## config.mk

```make
export PLATFORM = sky130hd
export DESIGN_NAME = echo_range_kalman_filter
export DESIGN_NICKNAME = d
export VERILOG_FILES = /design/src/rtl/erkf_pkg.sv /design/src/rtl/erkf_div.sv /design/src/rtl/erkf_dp.sv /design/src/rtl/erkf_ctrl.sv /design/src/rtl/echo_range_kalman_filter.sv
export SDC_FILE = /design/constraint.sdc
export NUM_CORES = 2
export LEC_CHECK = 0
export ABC_AREA = 1
export BUFFER_PORTS_ARGS = -buffer_cell sky130_fd_sc_hd__clkbuf_2
export CAP_MARGIN = 25
export CORE_MARGIN = 2
export CORE_UTILIZATION = 60
export CTS_CLUSTER_SIZE = 20
export DETAILED_ROUTE_END_ITERATION = 8
export PLACE_DENSITY_LB_ADDON = 0.2
export SETUP_SLACK_MARGIN = 0.3
export SYNTH_ARGS = -nofsm -noshare
export SYNTH_HDL_FRONTEND = slang
export SYNTH_SLANG_ARGS = --single-unit
```

## constraint.sdc

```tcl
create_clock -name clock -period 8.4 [get_ports clock]
set_input_delay 0 -clock clock [delete_from_list [all_inputs] [get_ports clock]]
set_output_delay 0 -clock clock [all_outputs]
set_load 0.05 [all_outputs]
```

## src/rtl/erkf_pkg.sv

```systemverilog
package erkf_pkg;

   localparam int ERKF_FRAC_BITS = 16;
   localparam int ERKF_DATA_W    = 32;
   localparam int ERKF_CSR_IDX_W = 3;

   // width*10/58 converts an echo time in microseconds to millimetres
   localparam int ERKF_MM_SCALE  = 10;
   localparam int ERKF_US_PER_CM = 58;
   localparam int ERKF_WIDTH_W   = 16;
   localparam int ERKF_W10_W     = 20;

   // floor(w/58) as (w*RECIP) >> SHIFT, exact for every w below 2^20
   localparam int ERKF_RECIP_58  = 1157050;
   localparam int ERKF_RECIP_SH  = 26;
   localparam int ERKF_CM_Q_W    = 14;

   localparam logic [15:0] ERKF_NOISE_LIMIT_RST = 16'd4000;
   localparam logic [31:0] ERKF_OBS_GAIN_RST    = 32'd65536;
   localparam logic [31:0] ERKF_MEAS_VAR_RST    = 32'd65536;
   localparam logic [31:0] ERKF_PROC_VAR_RST    = 32'd655;
   localparam logic [31:0] ERKF_INIT_ERR_RST    = 32'd65536;

   localparam logic [ERKF_CSR_IDX_W-1:0] CSR_NOISE_LIMIT = 3'd0;
   localparam logic [ERKF_CSR_IDX_W-1:0] CSR_OBS_GAIN    = 3'd1;
   localparam logic [ERKF_CSR_IDX_W-1:0] CSR_MEAS_VAR    = 3'd2;
   localparam logic [ERKF_CSR_IDX_W-1:0] CSR_PROC_VAR    = 3'd3;
   localparam logic [ERKF_CSR_IDX_W-1:0] CSR_INIT_ERR    = 3'd4;

   localparam logic [3:0] OP_NONE        = 4'd0;
   localparam logic [3:0] OP_LOAD        = 4'd1;
   localparam logic [3:0] OP_DIV_DIST    = 4'd2;
   localparam logic [3:0] OP_TAKE_Z      = 4'd3;
   localparam logic [3:0] OP_TAKE_NUM    = 4'd4;
   localparam logic [3:0] OP_TAKE_DEN    = 4'd5;
   localparam logic [3:0] OP_TAKE_HX     = 4'd6;
   localparam logic [3:0] OP_DIV_GAIN    = 4'd7;
   localparam logic [3:0] OP_TAKE_GAIN   = 4'd8;
   localparam logic [3:0] OP_TAKE_EST    = 4'd9;
   localparam logic [3:0] OP_TAKE_FACTOR = 4'd10;
   localparam logic [3:0] OP_TAKE_P      = 4'd11;
   localparam logic [3:0] OP_PUBLISH     = 4'd12;

   localparam logic [2:0] MUL_P_H        = 3'd0;
   localparam logic [2:0] MUL_NUM_H      = 3'd1;
   localparam logic [2:0] MUL_H_EST      = 3'd2;
   localparam logic [2:0] MUL_GAIN_INNOV = 3'd3;
   localparam logic [2:0] MUL_GAIN_H     = 3'd4;
   localparam logic [2:0] MUL_FACTOR_P   = 3'd5;

   typedef struct packed {
      logic [3:0] op;
      logic [2:0] mul_sel;
   } erkf_cmd_type;

   typedef struct packed {
      logic div_done;
      logic rsp_free;
   } erkf_status_type;

endpackage

```

## src/rtl/erkf_div.sv

```systemverilog
module erkf_div #(
   parameter int DIV_W = 48
) (
   input  logic             clock,
   input  logic             reset,
   input  logic             start,
   input  logic [DIV_W-1:0] dividend,
   input  logic [31:0]      divisor,
   output logic             done,
   output logic [DIV_W-1:0] quotient
);

   localparam int CNT_W = $clog2(DIV_W);

   logic [DIV_W-1:0] quo_ff;
   logic [31:0]      rem_ff;
   logic [31:0]      den_ff;
   logic [CNT_W-1:0] cnt_ff;
   logic             busy_ff;
   logic             done_ff;

   logic [32:0] rem_sh;
   logic [32:0] rem_diff;
   logic        fits;

   // one quotient bit a cycle, restoring
   assign rem_sh   = {rem_ff, quo_ff[DIV_W-1]};
   assign rem_diff = rem_sh - {1'b0, den_ff};
   assign fits     = rem_sh >= {1'b0, den_ff};

   always_ff @(posedge clock) begin
      if (start) begin
         quo_ff <= dividend;
         rem_ff <= '0;
         den_ff <= divisor;
      end else if (busy_ff) begin
         quo_ff <= {quo_ff[DIV_W-2:0], fits};
         rem_ff <= fits ? rem_diff[31:0] : rem_sh[31:0];
      end
   end

   always_ff @(posedge clock) begin
      if (reset) begin
         busy_ff <= 1'b0;
         done_ff <= 1'b0;
         cnt_ff  <= '0;
      end else if (start) begin
         busy_ff <= 1'b1;
         done_ff <= 1'b0;
         cnt_ff  <= '0;
      end else if (busy_ff) begin
         cnt_ff <= cnt_ff + 1'b1;
         if (cnt_ff == CNT_W'(DIV_W - 1)) begin
            busy_ff <= 1'b0;
            done_ff <= 1'b1;
         end
      end else begin
         done_ff <= 1'b0;
      end
   end

   assign done     = done_ff;
   assign quotient = quo_ff;

   a_no_restart: assert property (@(posedge clock) disable iff (reset)
      start |-> !busy_ff)
      else $error("divider restarted while busy");

   a_done_after_busy: assert property (@(posedge clock) disable iff (reset)
      $rose(done_ff) |-> $past(busy_ff))
      else $error("divider done without a run");

   a_done_idle: assert property (@(posedge clock) disable iff (reset)
      done_ff |-> !busy_ff)
      else $error("divider done while still busy");

endmodule

```

## src/rtl/erkf_dp.sv

```systemverilog
module erkf_dp import erkf_pkg::*; #(
   parameter int FRAC_BITS = ERKF_FRAC_BITS
) (
   input  logic                      clock,
   input  logic                      reset,
   input  erkf_cmd_type              cmd,
   output erkf_status_type           status,
   input  logic [ERKF_WIDTH_W-1:0]   req_echo_width_us,
   input  logic                      csr_wr_en,
   input  logic [ERKF_CSR_IDX_W-1:0] csr_index,
   input  logic [ERKF_DATA_W-1:0]    csr_wdata,
   output logic                      rsp_valid,
   input  logic                      rsp_ready,
   output logic [15:0]               rsp_filtered_mm,
   output logic [13:0]               rsp_raw_mm,
   output logic                      rsp_was_clamped
);

   localparam int DIV_W = 32 + FRAC_BITS;
   localparam logic [31:0] ONE = 32'(1) << FRAC_BITS;
   localparam int CM_TAB_N = ERKF_US_PER_CM;
   localparam int CM_REM_W = $clog2(ERKF_US_PER_CM);

   typedef logic [CM_TAB_N-1:0][31:0] cm_tab_type;

   // fraction part of r*2^FRAC_BITS/58 for each remainder r
   function automatic cm_tab_type build_cm_tab();
      cm_tab_type tab;
      for (int i = 0; i < CM_TAB_N; i++)
         tab[i] = 32'((64'(i) << FRAC_BITS) / 64'(ERKF_US_PER_CM));
      return tab;
   endfunction

   localparam cm_tab_type CM_TAB = build_cm_tab();

   function automatic logic [31:0] fx_sat(input logic [63:0] p);
      logic [63:0] s;
      s = p >> FRAC_BITS;
      return (|s[63:32]) ? '1 : s[31:0];
   endfunction

   function automatic logic [31:0] add_sat(input logic [31:0] a, input logic [31:0] b);
      logic [32:0] s;
      s = {1'b0, a} + {1'b0, b};
      return s[32] ? '1 : s[31:0];
   endfunction

   // configuration
   logic [15:0] noise_limit_ff;
   logic [31:0] obs_gain_ff, meas_var_ff, proc_var_ff;

   // filter state and working values
   logic [ERKF_WIDTH_W-1:0] width_ff;
   logic [31:0] last_ff, est_ff, p_ff;
   logic [31:0] z_ff, num_ff, denom_ff, hx_ff, gain_ff, factor_ff;
   logic        clamped_ff;
   logic [63:0] prod_ff;
   logic        rsp_valid_ff;
   logic [15:0] filtered_ff;
   logic [13:0] raw_ff;
   logic        was_clamped_ff;
   logic [ERKF_CM_Q_W-1:0] cm_q_ff;

   logic [31:0]      mul_a, mul_b;
   logic [31:0]      prod_fx;
   logic [31:0]      innov_mag;
   logic [ERKF_W10_W-1:0] w10;
   logic [ERKF_CM_Q_W-1:0] cm_q_in;
   logic [ERKF_W10_W-1:0]  cm_q_x58;
   logic [CM_REM_W-1:0]    cm_rem;
   logic [DIV_W-1:0] dist_fx;
   logic [31:0]      dist_sat;
   logic             div_start, div_done;
   logic [DIV_W-1:0] div_dividend, div_quotient, limit_w;
   logic [31:0]      div_divisor, quo_sat;
   logic [63:0]      delta;
   logic [64:0]      est_up;
   logic [31:0]      est_in, z_in, gain_in, factor_in;
   logic             clamped_in;
   logic [31:0]      fint;
   logic [31:0]      zint;

   assign w10 = ERKF_W10_W'(width_ff) * ERKF_W10_W'(ERKF_MM_SCALE);

   // distance: integer quotient by reciprocal multiplication, fraction from the remainder
   assign cm_q_in  = ERKF_CM_Q_W'((48'(w10) * 48'(ERKF_RECIP_58)) >> ERKF_RECIP_SH);
   assign cm_q_x58 = ERKF_W10_W'(cm_q_ff) * ERKF_W10_W'(ERKF_US_PER_CM);
   assign cm_rem   = CM_REM_W'(w10 - cm_q_x58);
   assign dist_fx  = (DIV_W'(cm_q_ff) << FRAC_BITS) + DIV_W'(CM_TAB[cm_rem]);
   assign dist_sat = (|dist_fx[DIV_W-1:32]) ? '1 : dist_fx[31:0];

   assign div_start    = (cmd.op == OP_DIV_GAIN);
   assign div_dividend = DIV_W'(num_ff) << FRAC_BITS;
   assign div_divisor  = denom_ff;

   erkf_div #(.DIV_W(DIV_W)) u_div (
      .clock    (clock),
      .reset    (reset),
      .start    (div_start),
      .dividend (div_dividend),
      .divisor  (div_divisor),
      .done     (div_done),
      .quotient (div_quotient)
   );

   assign quo_sat    = (|div_quotient[DIV_W-1:32]) ? '1 : div_quotient[31:0];
   assign limit_w    = DIV_W'(noise_limit_ff) << FRAC_BITS;
   assign clamped_in = dist_fx > limit_w;
   assign z_in       = clamped_in ? last_ff : dist_sat;

   assign innov_mag  = (z_ff >= hx_ff) ? (z_ff - hx_ff) : (hx_ff - z_ff);

   always_comb begin
      unique case (cmd.mul_sel)
         MUL_P_H:        begin mul_a = p_ff;      mul_b = obs_gain_ff; end
         MUL_NUM_H:      begin mul_a = num_ff;    mul_b = obs_gain_ff; end
         MUL_H_EST:      begin mul_a = obs_gain_ff; mul_b = est_ff;    end
         MUL_GAIN_INNOV: begin mul_a = gain_ff;   mul_b = innov_mag;   end
         MUL_GAIN_H:     begin mul_a = gain_ff;   mul_b = obs_gain_ff; end
         MUL_FACTOR_P:   begin mul_a = factor_ff; mul_b = p_ff;        end
         default:        begin mul_a = p_ff;      mul_b = obs_gain_ff; end
      endcase
   end

   always_ff @(posedge clock) begin
      prod_ff <= {32'b0, mul_a} * {32'b0, mul_b};
   end

   assign prod_fx = fx_sat(prod_ff);

   // innovation step: magnitude product, then add or subtract with saturation
   assign delta  = prod_ff >> FRAC_BITS;
   assign est_up = {33'b0, est_ff} + {1'b0, delta};
   always_comb begin
      if (z_ff >= hx_ff)
         est_in = (|est_up[64:32]) ? '1 : est_up[31:0];
      else
         est_in = (delta >= {32'b0, est_ff}) ? '0 : est_ff - delta[31:0];
   end

   always_comb begin
      if (denom_ff == '0)
         gain_in = (num_ff == '0) ? '0 : '1;
      else
         gain_in = quo_sat;
   end

   assign factor_in = (prod_fx >= ONE) ? '0 : ONE - prod_fx;

   assign fint = est_ff >> FRAC_BITS;
   assign zint = z_ff >> FRAC_BITS;

   // working registers
   always_ff @(posedge clock) begin
      unique case (cmd.op)
         OP_LOAD:        width_ff  <= req_echo_width_us;
         OP_DIV_DIST:    cm_q_ff   <= cm_q_in;
         OP_TAKE_Z: begin
            z_ff       <= z_in;
            clamped_ff <= clamped_in;
         end
         OP_TAKE_NUM:    num_ff    <= prod_fx;
         OP_TAKE_DEN:    denom_ff  <= add_sat(prod_fx, meas_var_ff);
         OP_TAKE_HX:     hx_ff     <= prod_fx;
         OP_TAKE_GAIN:   gain_ff   <= gain_in;
         OP_TAKE_FACTOR: factor_ff <= factor_in;
         OP_PUBLISH: begin
            filtered_ff    <= (|fint[31:16]) ? 16'hFFFF : fint[15:0];
            raw_ff         <= zint[13:0];
            was_clamped_ff <= clamped_ff;
         end
         default: ;
      endcase
   end

   // filter state
   always_ff @(posedge clock) begin
      if (reset) begin
         last_ff <= '0;
         est_ff  <= '0;
         p_ff    <= ERKF_INIT_ERR_RST;
      end else begin
         if (cmd.op == OP_TAKE_Z)   last_ff <= z_in;
         if (cmd.op == OP_TAKE_EST) est_ff  <= est_in;
         if (cmd.op == OP_TAKE_P)   p_ff    <= add_sat(prod_fx, proc_var_ff);
      end
   end

   always_ff @(posedge clock) begin
      if (reset) begin
         noise_limit_ff <= ERKF_NOISE_LIMIT_RST;
         obs_gain_ff    <= ERKF_OBS_GAIN_RST;
         meas_var_ff    <= ERKF_MEAS_VAR_RST;
         proc_var_ff    <= ERKF_PROC_VAR_RST;
      end else if (csr_wr_en) begin
         unique case (csr_index)
            CSR_NOISE_LIMIT: noise_limit_ff <= csr_wdata[15:0];
            CSR_OBS_GAIN:    obs_gain_ff    <= csr_wdata;
            CSR_MEAS_VAR:    meas_var_ff    <= csr_wdata;
            CSR_PROC_VAR:    proc_var_ff    <= csr_wdata;
            // initial_error seeds p only at reset, where its default applies
            CSR_INIT_ERR:    ;
            default: ;
         endcase
      end
   end

   // hold the word until taken; a new word may replace it on the same edge
   always_ff @(posedge clock) begin
      if (reset)
         rsp_valid_ff <= 1'b0;
      else if (cmd.op == OP_PUBLISH)
         rsp_valid_ff <= 1'b1;
      else if (rsp_ready)
         rsp_valid_ff <= 1'b0;
   end

   assign status.div_done = div_done;
   assign status.rsp_free = !rsp_valid_ff || rsp_ready;

   assign rsp_valid       = rsp_valid_ff;
   assign rsp_filtered_mm = filtered_ff;
   assign rsp_raw_mm      = raw_ff;
   assign rsp_was_clamped = was_clamped_ff;

endmodule

```

## src/rtl/erkf_ctrl.sv

```systemverilog
module erkf_ctrl import erkf_pkg::*; (
   input  logic            clock,
   input  logic            reset,
   input  logic            req_valid,
   output logic            req_ready,
   input  erkf_status_type status,
   output erkf_cmd_type    cmd
);

   localparam logic [3:0] ST_IDLE      = 4'd0;
   localparam logic [3:0] ST_DIST_GO   = 4'd1;
   localparam logic [3:0] ST_DIST_WAIT = 4'd2;
   localparam logic [3:0] ST_NUM_MUL   = 4'd3;
   localparam logic [3:0] ST_NUM_TAKE  = 4'd4;
   localparam logic [3:0] ST_DEN_MUL   = 4'd5;
   localparam logic [3:0] ST_DEN_TAKE  = 4'd6;
   localparam logic [3:0] ST_HX_TAKE   = 4'd7;
   localparam logic [3:0] ST_GAIN_GO   = 4'd8;
   localparam logic [3:0] ST_GAIN_WAIT = 4'd9;
   localparam logic [3:0] ST_DELTA_MUL = 4'd10;
   localparam logic [3:0] ST_EST_TAKE  = 4'd11;
   localparam logic [3:0] ST_KH_TAKE   = 4'd12;
   localparam logic [3:0] ST_P_MUL     = 4'd13;
   localparam logic [3:0] ST_P_TAKE    = 4'd14;
   localparam logic [3:0] ST_DONE      = 4'd15;

   logic [3:0] state_ff, state_in;

   always_comb begin
      state_in    = state_ff;
      cmd.op      = OP_NONE;
      cmd.mul_sel = MUL_P_H;
      unique case (state_ff)
         ST_IDLE: begin
            if (req_valid) begin
               cmd.op   = OP_LOAD;
               state_in = ST_DIST_GO;
            end
         end
         ST_DIST_GO: begin
            cmd.op   = OP_DIV_DIST;
            state_in = ST_DIST_WAIT;
         end
         ST_DIST_WAIT: begin
            cmd.op   = OP_TAKE_Z;
            state_in = ST_NUM_MUL;
         end
         ST_NUM_MUL: begin
            cmd.mul_sel = MUL_P_H;
            state_in    = ST_NUM_TAKE;
         end
         ST_NUM_TAKE: begin
            cmd.op   = OP_TAKE_NUM;
            state_in = ST_DEN_MUL;
         end
         ST_DEN_MUL: begin
            cmd.mul_sel = MUL_NUM_H;
            state_in    = ST_DEN_TAKE;
         end
         ST_DEN_TAKE: begin
            cmd.op      = OP_TAKE_DEN;
            cmd.mul_sel = MUL_H_EST;
            state_in    = ST_HX_TAKE;
         end
         ST_HX_TAKE: begin
            cmd.op   = OP_TAKE_HX;
            state_in = ST_GAIN_GO;
         end
         ST_GAIN_GO: begin
            cmd.op   = OP_DIV_GAIN;
            state_in = ST_GAIN_WAIT;
         end
         ST_GAIN_WAIT: begin
            if (status.div_done) begin
               cmd.op   = OP_TAKE_GAIN;
               state_in = ST_DELTA_MUL;
            end
         end
         ST_DELTA_MUL: begin
            cmd.mul_sel = MUL_GAIN_INNOV;
            state_in    = ST_EST_TAKE;
         end
         ST_EST_TAKE: begin
            cmd.op      = OP_TAKE_EST;
            cmd.mul_sel = MUL_GAIN_H;
            state_in    = ST_KH_TAKE;
         end
         ST_KH_TAKE: begin
            cmd.op   = OP_TAKE_FACTOR;
            state_in = ST_P_MUL;
         end
         ST_P_MUL: begin
            cmd.mul_sel = MUL_FACTOR_P;
            state_in    = ST_P_TAKE;
         end
         ST_P_TAKE: begin
            cmd.op   = OP_TAKE_P;
            state_in = ST_DONE;
         end
         ST_DONE: begin
            // wait for the output register to free up
            if (status.rsp_free) begin
               cmd.op   = OP_PUBLISH;
               state_in = ST_IDLE;
            end
         end
      endcase
   end

   always_ff @(posedge clock) begin
      if (reset)
         state_ff <= ST_IDLE;
      else
         state_ff <= state_in;
   end

   assign req_ready = (state_ff == ST_IDLE);

endmodule

```

## src/rtl/echo_range_kalman_filter.sv

```systemverilog
// The controller takes one word at a time: a new word is accepted only in the idle state,
// after the previous one has passed the bit-serial gain divider and been published;
// publishing stalls while the previous result is untaken.
// A finished result waits in the output register while the next word is taken in.
// Reset (synchronous, active high) loads register defaults, clears the estimate and the
// previous reading, and sets the error covariance to the initial_error default.
module echo_range_kalman_filter import erkf_pkg::*; #(
   parameter int FRAC_BITS = ERKF_FRAC_BITS
) (
   input  logic                      clock,
   input  logic                      reset,
   input  logic                      req_valid,
   output logic                      req_ready,
   input  logic [ERKF_WIDTH_W-1:0]   req_echo_width_us,
   output logic                      rsp_valid,
   input  logic                      rsp_ready,
   output logic [15:0]               rsp_filtered_mm,
   output logic [13:0]               rsp_raw_mm,
   output logic                      rsp_was_clamped,
   input  logic                      csr_wr_en,
   input  logic [ERKF_CSR_IDX_W-1:0] csr_index,
   input  logic [ERKF_DATA_W-1:0]    csr_wdata
);

   erkf_cmd_type    cmd;
   erkf_status_type status;

   erkf_ctrl u_ctrl (
      .clock     (clock),
      .reset     (reset),
      .req_valid (req_valid),
      .req_ready (req_ready),
      .status    (status),
      .cmd       (cmd)
   );

   erkf_dp #(.FRAC_BITS(FRAC_BITS)) u_dp (
      .clock             (clock),
      .reset             (reset),
      .cmd               (cmd),
      .status            (status),
      .req_echo_width_us (req_echo_width_us),
      .csr_wr_en         (csr_wr_en),
      .csr_index         (csr_index),
      .csr_wdata         (csr_wdata),
      .rsp_valid         (rsp_valid),
      .rsp_ready         (rsp_ready),
      .rsp_filtered_mm   (rsp_filtered_mm),
      .rsp_raw_mm        (rsp_raw_mm),
      .rsp_was_clamped   (rsp_was_clamped)
   );

endmodule

```

==> impl_metrics.py <==
metrics = {
    "yosys": {
        "synth_top_family_by_area": "adder cells",
        "synth-simple-area-share_pct": 17.6,
        "netlist_area_mm2": 0.0798,
        "yosysUniqueCellTypes": 66,
        "synth_ff_type": "edfxtp_1",
        "synthAdderAreaFrac_pct": 37.8,
        "ys_async_sr_fraction_pct": 0,
        "synth_top_area_share_pct": 26.3,
        "synth_compound_area_share_pct": 10.8,
        "synth_area_per_cell_um2": 8.01,
        "ys_seq_elements": 635,
        "synth_edf_count": 318,
        "synthTopCellsByArea": "fa_1 26%, edfxtp_1 12%, ha_1 12%",
        "yosys.area.top_type": "fa_1",
        "synthMuxAreaShare_pct": 0.0502,
        "ys_seq_area_share_pct": 19.9,
        "yosysWarnings": 0,
        "syn-instance-count": 9951,
        "synthXorXnorAreaFrac_pct": 2.40,
    },
    "power_and_ir_drop": {
        "max-vdd-ir-drop_v": 0.00316,
        "pwr-share-comb_pct": 83.0,
        "p_switching_w": 0.0252,
        "power_density_mw_per_mm2": 450,
        "p_seq_share_pct": 9.4,
        "pwr-share-clk_pct": 7.6,
        "p_leak_nw": 47.2,
        "internal_power_w": 0.0191,
        "p_sw_share_pct": 56.8,
    },
    "final_layout": {
        "nFillCells": 9089,
        "layout_commonest_cell": "inv_1",
        "multi_input_area_mm2": 0.0586,
        "drive_gt1_share_pct": 19.9,
        "nNetsFinal": 12853,
        "seqCellArea_mm2": 0.0159,
        "syn2layout_area_growth_pct": 23.4,
        "fin_area_mm2": 0.0984,
        "layoutNonFillerInstCount": 12864,
        "layout_common_cells": "1876 x inv_1, 1463 x nand2_1, 1178 x nor2_1",
    },
    "timing": {
        "fin_skew_ns": 0.0461,
        "slew_violations": 0,
        "grt_setup_unrepaired": "yes",
        "min_period_ns": 9.52,
        "finalHoldViolCount": 0,
        "period_share_pct": 113,
        "relSlewSlack_pct": 19.1,
        "worst_pin_slew_ns": 1.20,
        "setup_slack_ns": -1.12,
        "setup_viol": 48,
        "clock.fmax_mhz": 105,
    },
    "floorplanning": {
        "core_area_mm2": 0.132,
        "die_w_um": 369,
        "start_util_pct": 60.6,
        "io_pins": 89,
        "die_area_mm2": 0.136,
        "die_h_um": 369,
        "rows": 133,
    },
    "hold_path": {
        "hold_path_end": "u_dp.width_ff[5]",
        "hp-start": "req_echo_width_us[5]",
        "min_path_type": "in2reg",
        "min_path_cells": 2,
    },
    "setup_path": {
        "start_kind": "register",
        "cp_max_fo": 8,
        "cp_slowest_cell": "fa_2",
        "timing.rr.end": "u_dp.prod_ff[53]",
        "slowest_delay_ns": 0.63,
        "crit_arrival_ns": 10.11,
        "reg2regPathDepth": 46,
        "crit_start": "u_dp.hx_ff[11]",
        "crit_top_cell": "nand2_1",
        "required_ns": 8.99,
        "r2r_slack_ns": -1.12,
        "timing.rr.start": "u_dp.hx_ff[11]",
        "crit_path_end_kind": "register",
        "crit_type": "reg2reg",
    },
    "placed_design": {
        "port_buffers": 88,
        "place_area_mm2": 0.0904,
        "place_inst": 12508,
        "dpl.hpwl_mm": 272,
        "gp_congestion": 1.11,
    },
    "clocking": {
        "clk_path_buf_depth": 3,
        "clkSinkCount": 635,
        "clk_latency_ns": 0.72,
        "cts_tree": "done",
        "root_buffer": "clkbuf_16",
        "cts_buffers": 71,
        "clk_pin_slew_ns": 0.07,
        "htreeDepth": 3,
    },
    "route": {
        "vias": 80387,
        "viasPerCell": 6.25,
        "drt_iter0_drc": 11045,
        "wl_per_cell_um": 27.4,
        "wl_mm": 352,
        "drc": 30,
        "final_antenna_net_count": 0,
        "drtPass1Iterations": 9,
    },
    "global_routing": {
        "track_usage_pct": 50.6,
        "grt_overflow": 0,
        "grt_pass1_wl_mm": 505,
        "grt_pass1_vias": 80545,
        "grt_start_max_net_pins": 106,
        "antenna_found_initial": 45,
    },
    "status": {
        "violations": "DRC, setup timing",
        "status": "complete, but fails checks",
    },
    "run": {
        "cap_violations": 0,
    },
}
metrics by stage:
stage | setup TNS (ns) | hold WS, ns | util [%] | setup WS [ns] | power, W
detailed placement | -50.55 | 0.179 | 68.7 | -1.25 | 0.0371
global route | -52.86 | 0.0452 | 74.7 | -1.47 | 0.0480
CTS | -20.69 | 0.0127 | 73.5 | -0.602 | 0.0413
global placement | -46.85 | 0.179 | 68.6 | -1.19 | 0.0364
finish | -41.06 | 0.0358 | 74.8 | -1.12 | 0.0443
floorplan | 0 | 0.0989 | - | 0.151 | 0.0283
metal layers:
layer | share of wire [%] | GRT usage, %
met1 | 34 | 59.5
met2 | 41 | 74.9
met3 | 15 | 20.7
met4 | 10 | 36.4
met5 | 0.14 | 0
worst max-delay path, delay by kind of cell, from the launching register on:
family	cells	cell delay, ns
compound gates	5	1.05
xor+xnor	1	0.19
fa+ha+maj	10	4.08
buf+inv	15	1.55
flops	1	0.62
mux	1	0.19
simple gates	14	1.67
timing repair:
item                                   CTS  global route
endpoints found under the hold margin  148             0
gates resized for setup                633           312
pin swaps                              199           146
setup buffers                           87            34
hold buffers                            59             0
setup endpoints to repair               57            62
cloned                                   1             3
registers in the layout (all words and copies together), names as in the netlist, 32 cells and up:
name	cells
u_dp.denom_ff	32
u_dp.est_ff	32
u_dp.factor_ff	32
u_dp.gain_ff	32
u_dp.hx_ff	32
u_dp.last_ff	32
u_dp.meas_var_ff	32
u_dp.num_ff	32
u_dp.obs_gain_ff	32
u_dp.p_ff	32
u_dp.proc_var_ff	32
u_dp.prod_ff	48
u_dp.u_div.den_ff	32
u_dp.u_div.quotient	48
u_dp.u_div.rem_ff	32
u_dp.z_ff	32
power by group through the flow:
stage	logic, W	clock network, W	registers (W)
after floorplan	0.0239	0	0.00433
after global placement	0.0322	0	0.00415
after detailed placement	0.0330	0	0.00418
after CTS	0.0339	0.00333	0.00411
after global routing	0.0404	0.00346	0.00416
final	0.0368	0.00337	0.00415
area by class of cell:
| cell class | count | share of cell area, % |
|---|---|---|
| inverter | 2017 | 7.73 |
| timing repair inverter | 1 | 0.00890 |
| clock buffer | 98 | 2.07 |
| multi-input combinational | 6966 | 59.5 |
| tap | 1755 | 2.23 |
| sequential | 635 | 16.2 |
| timing repair buffer | 1322 | 11.7 |
| antenna | 36 | 0.0915 |
| clock inverter | 34 | 0.468 |
synthesized netlist by cell type, types with 151 or more instances:
master	count
a21oi_1	561
clkbuf_1	245
dfxtp_1	317
edfxtp_1	318
fa_1	1048
ha_1	735
inv_1	1993
nand2_1	1547
nand3_1	357
nor2_1	1304
o21ai_0	475
xor2_1	151
how the worst max path moves through the flow:
stage | to | cells past startpoint
floorplan | u_dp.prod_ff[63] | 45
global placement | u_dp.prod_ff[36] | 42
detailed placement | u_dp.prod_ff[36] | 42
CTS | u_dp.prod_ff[51] | 44
global route | u_dp.prod_ff[61] | 49
finish | u_dp.prod_ff[53] | 46
cells by family after synthesis:
logic type | count (synthesis)
compound gates | 1483
simple gates | 3461
xor+xnor | 219
buf+inv | 2365
fa+ha+maj | 1783
mux | 4
other cells | 1
flops | 635
No activity file was read; power rests on OpenSTA's default activity.
